$ cat config.mk
export PLATFORM = sky130hd
export DESIGN_NAME = cpu_time_limit_quota_throttle_unit_flat
export DESIGN_NICKNAME = d
export VERILOG_FILES = /design/src/cpu_tlq_pkg.sv /design/src/cpu_tlq_if.sv /design/src/cpu_tlq_cfg.sv /design/src/cpu_tlq_acct.sv /design/src/cpu_tlq_cfg_dummy_guard.sv /design/src/cpu_time_limit_quota_throttle_unit.sv /design/src/flat_wrapper.sv
export SDC_FILE = /design/constraint.sdc
export NUM_CORES = 2
export LEC_CHECK = 0
export BUFFER_PORTS_ARGS = -buffer_cell sky130_fd_sc_hd__buf_2
export CAP_MARGIN = 15
export CORE_MARGIN = 2
export CORE_UTILIZATION = 45
export CTS_CLUSTER_SIZE = 20
export DETAILED_ROUTE_END_ITERATION = 16
export PLACE_DENSITY = 0.64
export SYNTH_ARGS = -nofsm -noshare
export SYNTH_HDL_FRONTEND = slang
export SYNTH_SLANG_ARGS = --single-unit
export TNS_END_PERCENT = 100
$ cat constraint.sdc
create_clock -name clk -period 29.8 [get_ports clk]
set_input_delay 2.98 -clock clk [delete_from_list [all_inputs] [get_ports clk]]
set_output_delay 2.98 -clock clk [all_outputs]
set_load 0.005 [all_outputs]
$ cat src/cpu_tlq_pkg.sv
// ----------------------------------------------------------------------------
// CPU time limit and quota throttle package
// Shared types, widths, register indexes and operation codes.
// ----------------------------------------------------------------------------
package cpu_tlq_pkg;

    // Time bases
    localparam int US_PER_TICK = 1000;
    localparam int US_PER_MS   = 1000;

    // Field and state widths
    localparam int LIMIT_W    = 40;
    localparam int USED_W     = 48;
    localparam int TICKS_W    = 64;
    localparam int MS_W       = 16;
    localparam int CFG_IDX_W  = 3;
    localparam int CFG_DATA_W = 40;

    // Configuration register indexes
    localparam logic [CFG_IDX_W-1:0] REG_HARD_ENABLE   = 3'd0;
    localparam logic [CFG_IDX_W-1:0] REG_HARD_LIMIT_MS = 3'd1;
    localparam logic [CFG_IDX_W-1:0] REG_SOFT_ENABLE   = 3'd2;
    localparam logic [CFG_IDX_W-1:0] REG_SOFT_LIMIT_MS = 3'd3;
    localparam logic [CFG_IDX_W-1:0] REG_QUOTA_US      = 3'd4;
    localparam logic [CFG_IDX_W-1:0] REG_PERIOD_US     = 3'd5;

    // Operation codes
    localparam logic OP_TICK  = 1'b0;
    localparam logic OP_QUERY = 1'b1;

    typedef struct packed {
        logic               hard_enable;
        logic [LIMIT_W-1:0] hard_limit_ms;
        logic               soft_enable;
        logic [LIMIT_W-1:0] soft_limit_ms;
        logic [LIMIT_W-1:0] quota_budget;
        logic [LIMIT_W-1:0] period_len;
    } cfg_t;

    typedef struct packed {
        logic               operation;
        logic [MS_W-1:0]    elapsed_ms;
        logic [TICKS_W-1:0] now_ticks;
    } in_item_t;

    typedef struct packed {
        logic hard_exceeded;
        logic soft_signal;
        logic quota_exceeded;
        logic can_schedule;
    } out_item_t;

endpackage

$ cat src/cpu_tlq_if.sv
// ----------------------------------------------------------------------------
// CPU time limit and quota throttle channels
// Valid/ready channels for request items and result items.
// ----------------------------------------------------------------------------
interface cpu_tlq_req_if;
    import cpu_tlq_pkg::*;

    logic     valid;
    logic     ready;
    in_item_t item;

    modport source (output valid, output item, input ready);
    modport sink   (input valid, input item, output ready);
endinterface

interface cpu_tlq_rsp_if;
    import cpu_tlq_pkg::*;

    logic      valid;
    logic      ready;
    out_item_t item;

    modport source (output valid, output item, input ready);
    modport sink   (input valid, input item, output ready);
endinterface

$ cat src/cpu_tlq_cfg.sv
// ----------------------------------------------------------------------------
// CPU time limit and quota throttle configuration registers
// Write-only register file decoded from a plain index/data write port.
// ----------------------------------------------------------------------------
module cpu_tlq_cfg (
    input  logic                                clk,
    input  logic                                rst_n,
    input  logic                                cfg_wr_en,
    input  logic [cpu_tlq_pkg::CFG_IDX_W-1:0]  cfg_index,
    input  logic [cpu_tlq_pkg::CFG_DATA_W-1:0] cfg_wdata,
    output cpu_tlq_pkg::cfg_t                   cfg
);
    import cpu_tlq_pkg::*;

    cfg_t cfg_reg;
    cfg_t cfg_next;

    // Register decode; indexes beyond the list are ignored.
    always_comb
    begin
        cfg_next = cfg_reg;
        if (cfg_wr_en)
        begin
            unique case (cfg_index)
                REG_HARD_ENABLE:   cfg_next.hard_enable   = cfg_wdata[0];
                REG_HARD_LIMIT_MS: cfg_next.hard_limit_ms = cfg_wdata[LIMIT_W-1:0];
                REG_SOFT_ENABLE:   cfg_next.soft_enable   = cfg_wdata[0];
                REG_SOFT_LIMIT_MS: cfg_next.soft_limit_ms = cfg_wdata[LIMIT_W-1:0];
                REG_QUOTA_US:      cfg_next.quota_budget  = cfg_wdata[LIMIT_W-1:0];
                REG_PERIOD_US:     cfg_next.period_len    = cfg_wdata[LIMIT_W-1:0];
                default:           cfg_next = cfg_reg;
            endcase
        end
    end

    // Register storage.
    always_ff @(posedge clk or negedge rst_n)
    begin
        if (!rst_n)
        begin
            cfg_reg <= '0;
        end
        else
        begin
            cfg_reg <= cfg_next;
        end
    end

    assign cfg = cfg_reg;

endmodule

$ cat src/cpu_tlq_acct.sv
// ----------------------------------------------------------------------------
// CPU time limit and quota throttle accounting
// Holds the CPU-time and period state and works out one item's result.
// ----------------------------------------------------------------------------
module cpu_tlq_acct (
    input  logic                   clk,
    input  logic                   rst_n,
    input  cpu_tlq_pkg::cfg_t      cfg,
    input  logic                   step,
    input  cpu_tlq_pkg::in_item_t  item,
    output cpu_tlq_pkg::out_item_t result
);
    import cpu_tlq_pkg::*;

    localparam int UPT_W     = $clog2(US_PER_TICK + 1);
    localparam int SINCE_W   = LIMIT_W + 1;
    localparam int SPAN_W    = SINCE_W + UPT_W;
    localparam int UPM_W     = $clog2(US_PER_MS + 1);
    localparam int MS_US_W   = MS_W + UPM_W;
    localparam int TOTAL_W   = LIMIT_W + 1;
    localparam int USED_SUM_W = USED_W + 1;

    logic [LIMIT_W-1:0] cpu_total_reg,   cpu_total_next;
    logic [USED_W-1:0]  period_used_reg, period_used_next;
    logic [TICKS_W-1:0] period_begin_reg, period_begin_next;
    logic               throttled_reg,   throttled_next;
    logic               soft_done_reg,   soft_done_next;

    logic [TOTAL_W-1:0]    total;
    logic                  hard_hit;
    logic                  soft_hit;
    logic [MS_US_W-1:0]    ms_us;
    logic [USED_SUM_W-1:0] used_sum;
    logic [USED_W-1:0]     used_sat;
    logic [USED_W-1:0]     used_eff;
    logic [TICKS_W-1:0]    since;
    logic [SINCE_W-1:0]    since_p1;
    logic [SPAN_W-1:0]     since_scaled;
    logic                  period_over;
    logic                  quota_on;
    logic                  quota_hit;
    logic                  is_tick;

    // Tick arithmetic: new total against the limits and usage in microseconds.
    assign is_tick  = (item.operation == OP_TICK);
    assign total    = TOTAL_W'(cpu_total_reg) + TOTAL_W'(item.elapsed_ms);
    assign hard_hit = cfg.hard_enable && (total > TOTAL_W'(cfg.hard_limit_ms));
    assign soft_hit = cfg.soft_enable && (total > TOTAL_W'(cfg.soft_limit_ms))
                      && !soft_done_reg;
    assign ms_us    = MS_US_W'(item.elapsed_ms) * MS_US_W'(US_PER_MS);
    assign used_sum = USED_SUM_W'(period_used_reg) + USED_SUM_W'(ms_us);
    assign used_sat = used_sum[USED_W] ? {USED_W{1'b1}} : used_sum[USED_W-1:0];
    assign quota_on = (cfg.quota_budget != '0);
    assign used_eff = (is_tick && quota_on) ? used_sat : period_used_reg;

    // Period check without a divider: since >= floor(P / U) holds exactly
    // when (since + 1) * U > P. A distance beyond the limit width always passes.
    assign since        = item.now_ticks - period_begin_reg;
    assign since_p1     = SINCE_W'(since[LIMIT_W-1:0]) + SINCE_W'(1);
    assign since_scaled = SPAN_W'(since_p1) * SPAN_W'(US_PER_TICK);
    assign period_over  = (since[TICKS_W-1:LIMIT_W] != '0)
                          || (since_scaled > SPAN_W'(cfg.period_len));
    assign quota_hit    = quota_on && !period_over
                          && (used_eff >= USED_W'(cfg.quota_budget));

    // Next state and result for the item in the input register.
    always_comb
    begin
        cpu_total_next    = cpu_total_reg;
        period_used_next  = period_used_reg;
        period_begin_next = period_begin_reg;
        throttled_next    = throttled_reg;
        soft_done_next    = soft_done_reg;
        result            = '0;

        if (is_tick && hard_hit)
        begin
            result.hard_exceeded = 1'b1;
        end
        else
        begin
            if (is_tick)
            begin
                result.soft_signal = soft_hit;
                if (soft_hit)
                begin
                    soft_done_next = 1'b1;
                end
                cpu_total_next = total[LIMIT_W] ? {LIMIT_W{1'b1}} : total[LIMIT_W-1:0];
                period_used_next = used_eff;
            end

            if (quota_on)
            begin
                if (period_over)
                begin
                    period_used_next  = '0;
                    period_begin_next = item.now_ticks;
                    throttled_next    = 1'b0;
                end
                else if (quota_hit)
                begin
                    throttled_next = 1'b1;
                end
            end
            result.quota_exceeded = quota_hit;

            if (!is_tick)
            begin
                result.can_schedule = !quota_hit
                    && !(cfg.hard_enable && (cpu_total_reg >= cfg.hard_limit_ms));
            end
        end
    end

    // State registers, updated only when an item moves to the result register.
    always_ff @(posedge clk or negedge rst_n)
    begin
        if (!rst_n)
        begin
            cpu_total_reg    <= '0;
            period_used_reg  <= '0;
            period_begin_reg <= '0;
            throttled_reg    <= 1'b0;
            soft_done_reg    <= 1'b0;
        end
        else if (step)
        begin
            cpu_total_reg    <= cpu_total_next;
            period_used_reg  <= period_used_next;
            period_begin_reg <= period_begin_next;
            throttled_reg    <= throttled_next;
            soft_done_reg    <= soft_done_next;
        end
    end

    // A terminated tick leaves the CPU total untouched.
    assert property (@(posedge clk) disable iff (!rst_n)
        step && result.hard_exceeded |=> $stable(cpu_total_reg))
        else $error("CPU total changed on a terminated tick");

    // The soft signal is raised once and then stays latched.
    assert property (@(posedge clk) disable iff (!rst_n)
        step && result.soft_signal |-> !soft_done_reg ##1 soft_done_reg)
        else $error("soft signal raised more than once");

    // An exceeded quota leaves the process throttled.
    assert property (@(posedge clk) disable iff (!rst_n)
        step && result.quota_exceeded |=> throttled_reg)
        else $error("throttle flag not set on exceeded quota");

    // With no quota, a query leaves the period untouched.
    assert property (@(posedge clk) disable iff (!rst_n)
        step && !quota_on && (item.operation == OP_QUERY)
        |=> $stable(period_begin_reg) && $stable(period_used_reg))
        else $error("period state changed without a quota");

endmodule

$ cat src/cpu_tlq_cfg_dummy_guard.sv
// ----------------------------------------------------------------------------
// CPU time limit and quota throttle result stage
// Output register that holds a finished item until the sink takes it.
// ----------------------------------------------------------------------------
module cpu_tlq_cfg_dummy_guard (
    input  logic                   clk,
    input  logic                   rst_n,
    input  logic                   load,
    input  cpu_tlq_pkg::out_item_t result,
    output logic                   busy,
    cpu_tlq_rsp_if.source          rsp
);
    import cpu_tlq_pkg::*;

    logic      rsp_valid_reg;
    logic      rsp_valid_next;
    out_item_t rsp_item_reg;

    // The register is free when empty or when its item leaves this cycle.
    assign busy = rsp_valid_reg && !rsp.ready;

    always_comb
    begin
        if (load)
        begin
            rsp_valid_next = 1'b1;
        end
        else if (rsp.ready)
        begin
            rsp_valid_next = 1'b0;
        end
        else
        begin
            rsp_valid_next = rsp_valid_reg;
        end
    end

    always_ff @(posedge clk or negedge rst_n)
    begin
        if (!rst_n)
        begin
            rsp_valid_reg <= 1'b0;
        end
        else
        begin
            rsp_valid_reg <= rsp_valid_next;
        end
    end

    // Result payload.
    always_ff @(posedge clk)
    begin
        if (load)
        begin
            rsp_item_reg <= result;
        end
    end

    assign rsp.valid = rsp_valid_reg;
    assign rsp.item  = rsp_item_reg;

endmodule

$ cat src/cpu_time_limit_quota_throttle_unit.sv
// ----------------------------------------------------------------------------
// CPU time limit and quota throttle unit
// Hard and soft CPU-time limits with a per-period bandwidth quota.
// ----------------------------------------------------------------------------
// An accepted item is held in the input register and moves on to the result
// register, from which rsp presents it, whenever the result stage is free.
// Throughput: one item per cycle while rsp is ready; the period compare and
// usage add lie between the input register and the result register.
// Reset clears the configuration registers, all accounting state and both
// valid flags at once; no clearing pass is needed.
module cpu_time_limit_quota_throttle_unit (
    input  logic                                clk,
    input  logic                                rst_n,
    input  logic                                cfg_wr_en,
    input  logic [cpu_tlq_pkg::CFG_IDX_W-1:0]  cfg_index,
    input  logic [cpu_tlq_pkg::CFG_DATA_W-1:0] cfg_wdata,
    cpu_tlq_req_if.sink                         req,
    cpu_tlq_rsp_if.source                       rsp
);
    import cpu_tlq_pkg::*;

    cfg_t      cfg;
    logic      req_valid_reg;
    logic      req_valid_next;
    in_item_t  req_item_reg;
    out_item_t result;
    logic      rsp_busy;
    logic      advance;

    // Configuration registers.
    cpu_tlq_cfg u_cfg (
        .clk       (clk),
        .rst_n     (rst_n),
        .cfg_wr_en (cfg_wr_en),
        .cfg_index (cfg_index),
        .cfg_wdata (cfg_wdata),
        .cfg       (cfg)
    );

    // The item in the input register moves on whenever the result stage is free.
    assign advance   = req_valid_reg && !rsp_busy;
    assign req.ready = !req_valid_reg || advance;

    always_comb
    begin
        if (req.valid && req.ready)
        begin
            req_valid_next = 1'b1;
        end
        else if (advance)
        begin
            req_valid_next = 1'b0;
        end
        else
        begin
            req_valid_next = req_valid_reg;
        end
    end

    always_ff @(posedge clk or negedge rst_n)
    begin
        if (!rst_n)
        begin
            req_valid_reg <= 1'b0;
        end
        else
        begin
            req_valid_reg <= req_valid_next;
        end
    end

    // Input payload register.
    always_ff @(posedge clk)
    begin
        if (req.valid && req.ready)
        begin
            req_item_reg <= req.item;
        end
    end

    // Accounting state and result logic.
    cpu_tlq_acct u_acct (
        .clk    (clk),
        .rst_n  (rst_n),
        .cfg    (cfg),
        .step   (advance),
        .item   (req_item_reg),
        .result (result)
    );

    // Result register.
    cpu_tlq_cfg_dummy_guard u_rsp (
        .clk    (clk),
        .rst_n  (rst_n),
        .load   (advance),
        .result (result),
        .busy   (rsp_busy),
        .rsp    (rsp)
    );

endmodule

$ cat src/flat_wrapper.sv
// flat-port wrapper written by rule: the top's interface ports become plain ports
module cpu_time_limit_quota_throttle_unit_flat import cpu_tlq_pkg::*;
  (clk, rst_n, cfg_wr_en, cfg_index, cfg_wdata, req_valid, req_item, req_ready, rsp_valid, rsp_item, rsp_ready);
  cpu_tlq_req_if req_i ();
  cpu_tlq_rsp_if rsp_i ();
  input  logic clk;
  input  logic rst_n;
  input  logic cfg_wr_en;
  input  logic [cpu_tlq_pkg::CFG_IDX_W-1:0] cfg_index;
  input  logic [cpu_tlq_pkg::CFG_DATA_W-1:0] cfg_wdata;
  input wire logic [$bits(req_i.valid)-1:0] req_valid;
  input wire logic [$bits(req_i.item)-1:0] req_item;
  output wire logic [$bits(req_i.ready)-1:0] req_ready;
  output wire logic [$bits(rsp_i.valid)-1:0] rsp_valid;
  output wire logic [$bits(rsp_i.item)-1:0] rsp_item;
  input wire logic [$bits(rsp_i.ready)-1:0] rsp_ready;
  assign req_i.valid = req_valid;
  assign req_i.item = req_item;
  assign req_ready = req_i.ready;
  assign rsp_valid = rsp_i.valid;
  assign rsp_item = rsp_i.item;
  assign rsp_i.ready = rsp_ready;
  cpu_time_limit_quota_throttle_unit u_core (.clk(clk), .rst_n(rst_n), .cfg_wr_en(cfg_wr_en), .cfg_index(cfg_index), .cfg_wdata(cfg_wdata), .req(req_i), .rsp(rsp_i));
endmodule
## After elaboration in Yosys (flattened, before gate mapping)

Index checks and enable logic that the tools add are counted.

| operators by class | value |
|---|---|
| add/sub/neg operators | 4 |
| $mul | 2 |
| order comparisons | 5 |
| equal/unequal tests | 5 |
| muxes and demuxes | 11 |
| bitwise logic cells | 2 |
| reductions and logical operators | 38 |

Operator list:

| kind | count |
|---|---|
| $mux W48 | 5 |
| $gt A41 B40 Y1 | 2 |
| $sub A64 B64 Y64 | 1 |
| $gt A51 B40 Y1 | 1 |
| $add A48 B26 Y49 | 1 |
| $ge A48 B40 Y1 | 1 |
| $mul A41 B7 Y48 const B | 1 |
| $add A40 B1 Y41 const B | 1 |
| $add A40 B16 Y41 | 1 |
| $ge A40 B40 Y1 | 1 |
| $mux W40 | 1 |
| $reduce_bool A40 Y1 | 1 |
| $reduce_bool A24 Y1 | 1 |
| $mul A16 B7 Y23 const B | 1 |
| $reduce_and A2 Y1 | 7 |
| $logic_and A1 B1 Y1 | 12 |
| $reduce_and A4 Y1 | 2 |
| $logic_not A1 Y1 | 7 |
| $eq A3 B2 Y1 const B | 2 |
| $eq A3 B3 Y1 const B | 2 |
| $mux W1 | 5 |
| $reduce_bool A2 Y1 | 2 |
| $reduce_or A2 Y1 | 2 |
| $eq A3 B1 Y1 const B | 1 |
| other kinds (4) | 6 |

| storage, ports and cells | value |
|---|---|
| flip-flop bits (word level) | 402 |
| bits of input ports | 129 |
| logic and storage cells | 86 |

## Depth between registers and ports, before layout

| depth | value |
|---|---|
| word-level depth | 10 |
| mapped depth | 49 |

## By module

Synthesis repeated with hierarchy kept, for this count alone.

| unflattened totals | value |
|---|---|
| cell total of the unflattened synthesis | 3845 |
| area total of the unflattened synthesis | 37504.7 µm² |

Modules (own cells, without submodules):

| module | times used | cells each | area each (µm²) | seq. area each (µm²) |
|---|---|---|---|---|
| cpu_tlq_acct | 1 | 3406 | 28780.1 | 3828.7 |
| cpu_tlq_cfg | 1 | 346 | 6077.1 | 4053.9 |
| cpu_time_limit_quota_throttle_unit | 1 | 86 | 2482.4 | 2457.4 |
| cpu_tlq_cfg_dummy_guard | 1 | 7 | 165.2 | 145.1 |

## Least setup slack after synthesis

No wires, ideal clock.

| path | value |
|---|---|
| path kind | register -> register |
| start point | reg u_core.u_acct.period_begin_reg[1] |
| end point | reg u_core.u_acct.period_begin_reg[23] |
| setup time | 0.125 ns |
| arrival | 10.300 ns |
| required time | 29.675 ns |
| path slack | 19.375 ns |
| cell stages (with the launch flop) | 46 |
| path through | dfrtp_1 -> inv_1 -> ha_1 -> nor2b_1 -> o31ai_1 -> a211oi_2 -> a31o_1 -> buf_4 -> a21oi_1 -> xnor2_1 -> nand3_1 -> nor4_4 -> nand2_1 -> xor2_1 -> xnor2_1 -> xnor2_1 -> fa_1 -> fa_1 -> [... 10 more ...] -> a221o_1 -> a21oi_1 -> xnor2_1 -> ha_1 -> nand2_1 -> o21ai_0 -> a211oi_1 -> a21oi_1 -> or2_2 -> a32o_1 -> a211oi_1 -> o2111a_1 -> nand4_1 -> nor4_2 -> a31oi_1 -> buf_4 -> buf_6 -> mux2_4 |

| on the way | value |
|---|---|
| word-level cells in the longest chain between the ends | 6 |
| elaborated cells on any way between the ends | 7 |

Ends and longest elaborated chain:

| item | line | source |
|---|---|---|
| start: declaration | cpu_tlq_acct.sv:25 | `logic [TICKS_W-1:0] period_begin_reg, period_begin_next;` |
| start signal: assignment | cpu_tlq_acct.sv:131 | `period_begin_reg <= period_begin_next;` |
| $sub A64 B64 Y64 (*) | cpu_tlq_acct.sv:58 | `assign since = item.now_ticks - period_begin_reg;` |
| $add A40 B1 Y41 | cpu_tlq_acct.sv:59 | `assign since_p1 = SINCE_W'(since[LIMIT_W-1:0]) + SINCE_W'(1);` |
| $mul A41 B7 Y48 | cpu_tlq_acct.sv:60 | `assign since_scaled = SPAN_W'(since_p1) * SPAN_W'(US_PER_TICK);` |
| $gt A51 B40 Y1 | cpu_tlq_acct.sv:62 | `\|\| (since_scaled > SPAN_W'(cfg.period_len));` |
| $logic_or A1 B1 Y1 (*) | cpu_tlq_acct.sv:62 |  |
| $reduce_and A4 Y1 (no source line) (*) | - |  |

Every way passes the cells marked *; elsewhere a longest branch is shown, timed or not.
A chain may end at the register's enable or synchronous reset.

## Worst setup path after layout

| path | value |
|---|---|
| start point | reg u_core.req_item_reg[4] in the netlist's numbering |
| end point | reg u_core.u_acct.period_begin_reg[21] |

| on the way | value |
|---|---|
| word-level cells in the longest chain between the ends | 6 |
| elaborated cells on any way between the ends | 7 |

Ends and longest elaborated chain:

| item | line | source |
|---|---|---|
| start: declaration | cpu_time_limit_quota_throttle_unit.sv:25 | `in_item_t req_item_reg;` |
| start signal: assignment | cpu_time_limit_quota_throttle_unit.sv:77 | `req_item_reg <= req.item;` |
| $sub A64 B64 Y64 (*) | cpu_tlq_acct.sv:58 |  |
| $add A40 B1 Y41 | cpu_tlq_acct.sv:59 |  |
| $mul A41 B7 Y48 | cpu_tlq_acct.sv:60 |  |
| $gt A51 B40 Y1 | cpu_tlq_acct.sv:62 |  |
| $logic_or A1 B1 Y1 (*) | cpu_tlq_acct.sv:62 |  |
| $reduce_and A4 Y1 (no source line) (*) | - |  |

Marks and branches as above.

==> flow_summary_export.csv <==
group,metric,value,unit
worst_setup_path,r2r_slack,16.86,ns
route,drc,0,
timing,final.setup.worst_slack,16.86,ns
synth,synth_edf_count,85,
placed_design,dp_cells,5176,
min_path,min_to,"u_core.u_acct.period_used_reg[46]",
grt,grt_max_degree,150,
min_path,hold_path.class,"reg2reg",
synth,syn-cell-area,37700,um2
timing,maxSlewHeadroom,27.5,%
synth,synthArstFlopShare,78.9,%
timing,fin_crit_sh,43.4,%
layout,largest_reg_flops,162,
placed_design,hpwl,83300,um
grt,grt_first_pass_wirelength,166000,um
die,start_util,45.3,%
placed_design,port_buffers,134,
min_path,min_from,"u_core.u_acct.period_used_reg[46]",
route,drt-initial-drc-count,2111,
min_path,hold_depth,1,
layout,nets,4918,
route,vias,29800,
timing,final.setup.tns,0,ns
layout,layout_commonest_cell,"inv_1",
worst_setup_path,critPathLaunchType,"register",
synth,ys_types,105,
worst_setup_path,cp_top_family,"compound AO/OA/AOI/OAI gates",
worst_setup_path,worst_path_max_delay_cell,"buf_4",
worst_setup_path,r2r-end,"u_core.u_acct.period_begin_reg[21]",
worst_setup_path,crit_buf_inv,3,
layout,nFillCells,7818,
outcome,status,"finished clean",
die,coreArea,83300,um2
timing,max_freq,0.0773,GHz
layout,regArea,10500,um2
clocking,ctsHtreeMaxLevel,2,
layout,drive_gt1_share,10.4,%
route,drtPass1Iterations,6,
synth,synth_flop_cell,"dfrtp_1",
worst_setup_path,cp-end-kind,"register",
timing,rsz0062_at_grt,"false",
worst_setup_path,crit_type,"reg2reg",
clocking,cts_tree,"yes",
clocking,clk_path_buf_depth,3,
clocking,clock_latency,0.65,ns
synth,synth_seq_area_share,27.8,%
placed_design,gp_congestion,0.990,
layout,area_growth_syn_to_layout,9.06,%
die,die_width,294,um
timing,fin_skew,0.0679,ns
clocking,root_buffer,"clkbuf_16",
timing,finalCriticalPeriod,12.94,ns
timing,tightest_slew,1.08,ns
worst_setup_path,worst-path-max-fanout,57,
worst_setup_path,cp.arrival,13.41,ns
grt,antenna_found_initial,7,
route,routed_wl,103000,um
synth,synth_fp_nets,4833,
clocking,clk_pin_slew,0.06,ns
clocking,cts_buffers,49,
worst_setup_path,crit_top_cell,"xnor2_1",
layout,most-common-layout-cells,"487 x inv_1, 444 x ha_1, 324 x nand2_1, 317 x dfrtp_1, 282 x a21oi_1",
route,ant_nets,0,
route,wl_per_cell,19.6,um
flow_run,maxCapViolations,0,
layout,layoutNonFillerInstCount,5269,
clocking,hold_buffers,0,
worst_setup_path,rr_startpoint,"u_core.req_item_reg[4]",
timing,slew_viol_final,0,
die,rows,106,
die,pin_count,135,
clocking,cts.sinks,402,
timing,finalSetupViolations,0,
placed_design,dp_slack,16.93,ns
synth,syn_area_per_cell,9.29,um2
timing,hold_viol_final,0,
synth,ys_ff_latch,402,
die,die-area,86200,um2
clocking,cts_resized,0,
synth,ys_warn_count,0,
layout,multi_input_area,24900,um2
route,via_per_inst,5.66,
grt,grt_usage,24.4,%
worst_setup_path,worst-r2r-cell-count,43,
grt,grt_pass1_vias,29400,
worst_setup_path,max_stage_delay,0.74,ns
synth,synthCells,4062,
clocking,postCtsSetupRepairBufs,0,
grt,grt_overflow,0,
die,die_y,294,um
worst_setup_path,cp.required,30.27,ns
-- worst max path at each step --
stage / startpoint / end / slack, ns / cells past startpoint
finish: u_core.req_item_reg[4] / u_core.u_acct.period_begin_reg[21] / 16.86 / 43
global route: u_core.u_acct.period_begin_reg[1] / u_core.u_acct.period_begin_reg[63] / 15.83 / 44
CTS: u_core.req_item_reg[4] / u_core.u_acct.period_begin_reg[21] / 16.86 / 43
detailed placement: u_core.u_acct.period_begin_reg[1] / u_core.u_acct.period_begin_reg[21] / 16.93 / 44
global placement: u_core.u_acct.period_begin_reg[1] / u_core.u_acct.period_begin_reg[19] / 17.21 / 44
floorplan: u_core.u_acct.period_begin_reg[1] / u_core.u_acct.period_begin_reg[23] / 19.38 / 45
-- metal layers --
layer,up-vias,global-route usage (%),routed length (um)
met5,-,0,59
li1,14400,-,-
met3,190,3.78,6010
met2,763,38.7,46300
met1,14400,34.0,47100
met4,10,8.08,3890
-- Yosys cell counts, drive strengths merged, types with 37 or more instances --
library cell / instances / share of area (%)
nand3: 77 / 1.0
o21ai: 238 / 3.2
fa: 198 / 11
ha: 444 / 15
inv: 488 / 4.9
mux2: 151 / 4.9
nand2: 325 / 3.2
dfrtp: 317 / 21
nand2b: 37 / 0.61
a21oi: 286 / 3.9
xor2: 73 / 1.7
edfxtp: 85 / 6.8
nor2b: 41 / 0.68
clkbuf: 79 / 0.79
buf: 41 / 0.63
nor2: 229 / 2.3
a21o: 121 / 2.4
and3: 42 / 0.70
nand4: 87 / 1.4
nor3: 75 / 1.0
xnor2: 147 / 3.5
-- area by class of cell --
class	instances	share of cell area, %
clock inverter	27	0.872
tap	1080	3.28
sequential	402	25.5
multi-input combinational	3052	60.6
inverter	488	4.45
clock buffer	64	3.29
antenna	2	0.0122
timing repair buffer	154	2.05
-- per-stage QoR --
step | cell area, um2 | util (%) | hold WS [ns]
floorplan | 37700 | - | 0.433
global placement | 39400 | 47.4 | 0.450
detailed placement | 39400 | 47.4 | 0.461
CTS | 41200 | 49.4 | 0.474
global route | 41200 | 49.4 | 0.498
finish | 41200 | 49.4 | 0.473
-- cells by family after synthesis --
group                      Yosys count  synth area share [%]
and+or+nand+nor                   1082                  14.3
AOI/OAI and AO/OA                  934                  15.7
adders and majority gates          649                  25.4
buffers and inverters              608                  6.27
DFF                                402                  27.8
xor gates and xnor gates           220                  5.20
muxes                              167                  5.33
Power is not shown: default switching activity piles up to over one toggle a cycle in this logic, so the estimate is an artifact.
